[config.mk]
export PLATFORM = sky130hd
export DESIGN_NAME = dcns_div
export DESIGN_NICKNAME = d
export VERILOG_FILES = /design/src/rtl/dcns_div.sv
export SDC_FILE = /design/constraint.sdc
export NUM_CORES = 1
export LEC_CHECK = 0
export BUFFER_PORTS_ARGS = -buffer_cell sky130_fd_sc_hd__buf_2
export CAP_MARGIN = 5
export CORE_MARGIN = 2
export CORE_UTILIZATION = 45
export DETAILED_ROUTE_END_ITERATION = 6
export GPL_TIMING_DRIVEN = 0
export PLACE_DENSITY = 0.68
export SLEW_MARGIN = 20
export SYNTH_ARGS = -nofsm -noshare
export SYNTH_HDL_FRONTEND = slang
export SYNTH_SLANG_ARGS = --single-unit
[constraint.sdc]
create_clock -name clk -period 11.2 [get_ports clk]
set_input_delay 2.8 -clock clk [delete_from_list [all_inputs] [get_ports clk]]
set_output_delay 2.8 -clock clk [all_outputs]
set_load 0.05 [all_outputs]
[src/rtl/dcns_div.sv]
// ----------------------------------------------------------------------------
// dcns_div
// Restoring divider, one quotient bit per cycle, aligned dividend.
// ----------------------------------------------------------------------------
module dcns_div #(
  parameter int DVW = 70,
  parameter int DSW = 55,
  parameter int QW  = 40,
  parameter int CW  = 7
) (
  input  logic           clk,
  input  logic           rst,
  input  logic           start,
  input  logic [DVW-1:0] dividend,
  input  logic [CW-1:0]  steps,
  input  logic [DSW-1:0] divisor,
  output logic [QW-1:0]  quotient,
  output logic           done
);

  logic [DSW-1:0] rem, dsr;
  logic [DVW-1:0] dvd;
  logic [CW-1:0]  cnt;
  logic           busy;
  logic [DSW:0]   rs, rs_sub;
  logic           ge;

  // remainder stays below the divisor, so one bit more covers the shift
  assign rs     = {rem, dvd[DVW-1]};
  assign ge     = rs >= {1'b0, dsr};
  assign rs_sub = rs - {1'b0, dsr};

  always_ff @(posedge clk) begin
    if (rst) begin
      busy <= 1'b0;
      done <= 1'b0;
    end else begin
      done <= 1'b0;
      if (start) begin
        busy     <= 1'b1;
        cnt      <= steps;
        rem      <= '0;
        dvd      <= dividend;
        dsr      <= divisor;
        quotient <= '0;
      end else if (busy) begin
        rem      <= ge ? rs_sub[DSW-1:0] : rs[DSW-1:0];
        dvd      <= {dvd[DVW-2:0], 1'b0};
        quotient <= {quotient[QW-2:0], ge};
        cnt      <= cnt - 1'b1;
        if (cnt == CW'(1)) begin
          busy <= 1'b0;
          done <= 1'b1;
        end
      end
    end
  end

endmodule

Yosys cells after proc, flatten, opt, wreduce, memory -nomap -nowiden --
Cells that the tools add are included.
Word-level totals: register bits after elaboration 229, input bits 135, output and inout port bits 41, logic and storage cells 28
Cells by class: $add $sub $neg 2, $lt $le $gt $ge 1, eq/ne operators 1, mux-type cells 11, bitwise logic cells 2, reductions and logical operators 4
Operators by type and width (count):
- $mux W70 | 2
- $mux W55 | 2
- $ge A56 B55 Y1 | 1
- $sub A55 B55 Y55 | 1
- $mux W40 | 1
- $mux W7 | 2
- $eq A7 B1 Y1 const B | 1
- $sub A7 B1 Y7 const B | 1
- $mux W1 | 4
- $reduce_and A2 Y1 | 2
- $reduce_or A3 Y1 | 1
- $not A1 Y1 | 2
- $reduce_bool A2 Y1 | 1

Depth between registers and ports, before layout --
word-level depth 4, mapped depth 15, depth with buffers taken out 13

Worst setup path after synthesis --
No wires, ideal clock.
path kind input -> register, start input start, end register cnt[0], enable pin, library setup time 0.708 ns, arrival time 10.577 ns, required time 10.492 ns, slack -0.084 ns, stages on the path 4, path buffers 2, cells stage by stage clkbuf_1 clkbuf_1 nor2_1 nor2_1
On the way: longest elaborated chain between the ends 2
Ends and longest elaborated chain:
- start, declared | line 13 | input logic start,
- $reduce_bool A2 Y1 (no line)
- $reduce_and A2 Y1 (no line)
- end signal, assigned | line 41 | cnt <= steps;
- end signal, assigned | line 50 | cnt <= cnt - 1'b1;
- end, declared | line 23 | logic [CW-1:0] cnt;
No other way between the ends. A chain may end at the register's enable or synchronous reset.

Final worst setup path --
start input start, end register quotient[27], enable pin
On the way: longest elaborated chain between the ends 2
Ends and longest elaborated chain:
- $reduce_bool A2 Y1 (no line)
- $reduce_and A2 Y1 (no line)
- end signal, assigned | line 49 | quotient <= {quotient[QW-2:0], ge};
- end, declared | line 17 | output logic [QW-1:0] quotient,
No other way between the ends.

==> results.py <==
metrics = {
    "cts": {
        "clk-insertion-delay-late_ps": 540,
        "cts_hold_repair.buffers": 0,
        "tritoncts": "done",
        "cts_max_path_buffers": 3,
        "post-cts-setup-buffer-count": 0,
        "cts_root_buf": "clkbuf_16",
        "worst_setup_hold_path_clk_slew_ps": 60,
        "clock_sink_count": 229,
        "tritoncts.num_buffers": 25,
        "postCtsResizedCells": 0,
        "h-tree-depth": 1,
    },
    "layout": {
        "area.growth.synth_to_final_pct": 19.6,
        "layout-drive-gt1-share_pct": 26.1,
        "final_cells": 1596,
        "final_design_area_no_fill_sq_mm": 0.0148,
        "most_frequent_standard_cell_in_the_layout_excluding_fill_and_tap_cells": "edfxtp_1",
        "final_net_count": 1425,
        "final_cell_mix": "edfxtp_1, buf_2, nor2_1, inv_1, mux2_2",
        "final_core_util_pct": 54.8,
    },
    "synth": {
        "yosys.cell_types.count": 66,
        "synth_top_area_share_pct": 55.2,
        "ys.flop_type": "edfxtp_1",
        "sequential_cell_area_fraction_in_the_yosys_report_pct": 55.5,
        "yosys_warnings": 0,
        "avgSynthCellArea_sq_um": 12.1,
        "synth_cells": 1021,
        "synth-async-reset-ratio_pct": 0,
        "postSynthRegisterBits": 229,
        "post_synth_instance_area_sq_mm": 0.0124,
        "post-synth-top-area-cell": "edfxtp_1",
        "netlist_top_cells_area": "edfxtp_1, mux2_2, ha_1",
        "syn_nets": 1214,
        "synth_edf_count": 227,
    },
    "timing": {
        "fin_crit_sh_pct": 40.8,
        "finalHoldViolations": 0,
        "hold-worst-slack_ps": 495,
        "clock-skew-final_ps": 11.9,
        "fin_crit_ps": 4560,
        "slew-limit-headroom_pct": 34.1,
        "clock.fmax_mhz": 219,
        "setup_repair_after_global_routing_missed_its_margin": "no",
        "finalSetupTns_ps": 0,
        "slew_violations": 0,
        "layout_setup_ws_ps": 6640,
        "tightest_slew_ps": 988,
        "finalSetupViolations": 0,
    },
    "placed_design": {
        "placement.setup.worst_slack_ps": 6070,
        "place_area_sq_mm": 0.0139,
        "placedCellCount": 1546,
        "io_buffer_count": 174,
        "gp_congestion": 0.867,
        "hpwl_mm": 20.2,
    },
    "drt": {
        "viasPerCell": 5.37,
        "detailedRoute.firstPassIterationCount": 5,
        "vias": 8565,
        "routed_wire_length_per_instance_um": 17.5,
        "drt_drc_violations_left": 0,
        "finalWirelength_mm": 27.9,
        "detailedRoute.firstIterationViolations": 462,
        "antenna_left": 0,
    },
    "global_routing": {
        "grt_start_max_net_pins": 29,
        "grt_util_all_layers_pct": 19.5,
        "initial_antenna_violation_count": 8,
        "grt_pass1_wl_mm": 44.8,
        "globalRouteOverflowTotal": 0,
        "first_global_vias": 8762,
    },
    "power_and_ir_drop": {
        "leakage_nw": 6.11,
        "vdd_ir_drop_max_uv": 120,
        "finalPower_mw": 2.47,
        "power-per-cell-area_mw_per_mm2": 167,
    },
    "critical_path": {
        "crit_type": "input pin to flip-flop",
        "worstSetupEndpointType": "flip-flop",
        "arrival_ps": 4800,
        "start_kind": "input pin",
        "startpoint": "start",
        "path_max_fanout": 26,
        "worstPathRequired_ps": 11440,
        "beginning_of_the_worst_register_to_register_path": "dsr[0]$_DFFE_PP_",
    },
    "floorplan": {
        "floorplan.die.width_um": 170,
        "core_region_area_sq_mm": 0.0270,
        "ioPinCount": 176,
        "initial_utilization_pct": 45.8,
        "fp-row-count": 60,
        "floorplan.die_area_sq_mm": 0.0288,
        "dieHeight_um": 170,
    },
    "status": {
        "status": "finished, final reports clean",
    },
    "run": {
        "max-cap-violations": 0,
    },
    "hold_path": {
        "holdCritStartpoint": "busy$_SDFF_PP0_",
        "hp-class": "flip-flop to flip-flop",
    },
}
==> area by class of cell <==
| class | instances | area, sq um |
|---|---|---|
| antenna | 5 | 12.5 |
| buffer | 48 | 236 |
| clock buffer | 32 | 652 |
| clock inverter | 13 | 181 |
| fill | 2299 | 12200 |
| inverter | 72 | 270 |
| multi-input combinational | 672 | 5000 |
| sequential | 229 | 6860 |
| tap | 341 | 427 |
| timing repair buffer | 184 | 1130 |
==> where the power goes <==
part | internal [mW] | switching, mW | total (mW) | leakage [nW]
logic | 0.240 | 0.327 | 0.566 | 3.52
registers | 1.03 | 0.0283 | 1.06 | 2.20
clock network | 0.506 | 0.343 | 0.849 | 0.399
total | 1.77 | 0.698 | 2.47 | 6.11
==> registers in the layout, summed over array words and instances, names as in the netlist <==
| name | flops |
|---|---|
| dsr | 55 |
| rem | 55 |
| quotient | 40 |
| dvd | 70 |
| busy | 1 |
| cnt | 7 |
| done | 1 |
==> kinds of logic (layout without fill, tap and decap cells) <==
| logic type | count (synthesis) | after routing | share of synthesized area, % |
|---|---|---|---|
| flops | 229 | 229 | 55.5 |
| simple gates | 249 | 249 | 10.1 |
| xor+xnor | 53 | 53 | 3.76 |
| other cells | 0 | 5 | 0 |
| mux | 110 | 110 | 9.63 |
| buf+inv | 120 | 349 | 4.10 |
| fa+ha+maj | 58 | 58 | 5.94 |
| compound gates | 202 | 202 | 10.9 |
==> final timing paths <==
kind,to,slack [ps],cells after the start
setup / recovery,quotient[27]$_SDFFCE_PP0P_,6640,7
hold / removal,done$_SDFF_PP0_,490,1
setup reg to reg,rem[43]$_SDFFCE_PP0P_,7360,14
hold reg to reg,done$_SDFF_PP0_,490,1
==> cells in the mapped netlist, drive strengths merged (6+ instances only) <==
library cell,number
a211oi,12
nand2,41
ha,57
buf,16
and2,7
a21oi,62
nor2b,45
nor3,12
or3,8
mux2,71
inv,72
o21ai,42
xnor2,34
edfxtp,227
a21o,33
and3,6
nor2,81
nand4,13
nand3,15
a31oi,11
o21bai,7
clkbuf,32
xor2,19
mux2i,39
==> per-layer routing <==
metal  share of wire [%]  global-route usage [%]  up-vias  routed length, um
met1                  43                    24.5     4058              11900
met5                0.23                       0        -                 65
met4                 1.9                    4.24       10                525
met3                 9.3                    7.23       49               2590
li1                    -                       -     4186                  -
met2                  46                    32.3      262              12800
==> worst max-delay path, cell delays in order <==
cell,delay [ps]
clkbuf_1,290
clkbuf_1,500
nor2_1,160
nor2_4,450
buf_16,220
buf_16,170
buf_16,190
Power figures use the tool's default switching activity.
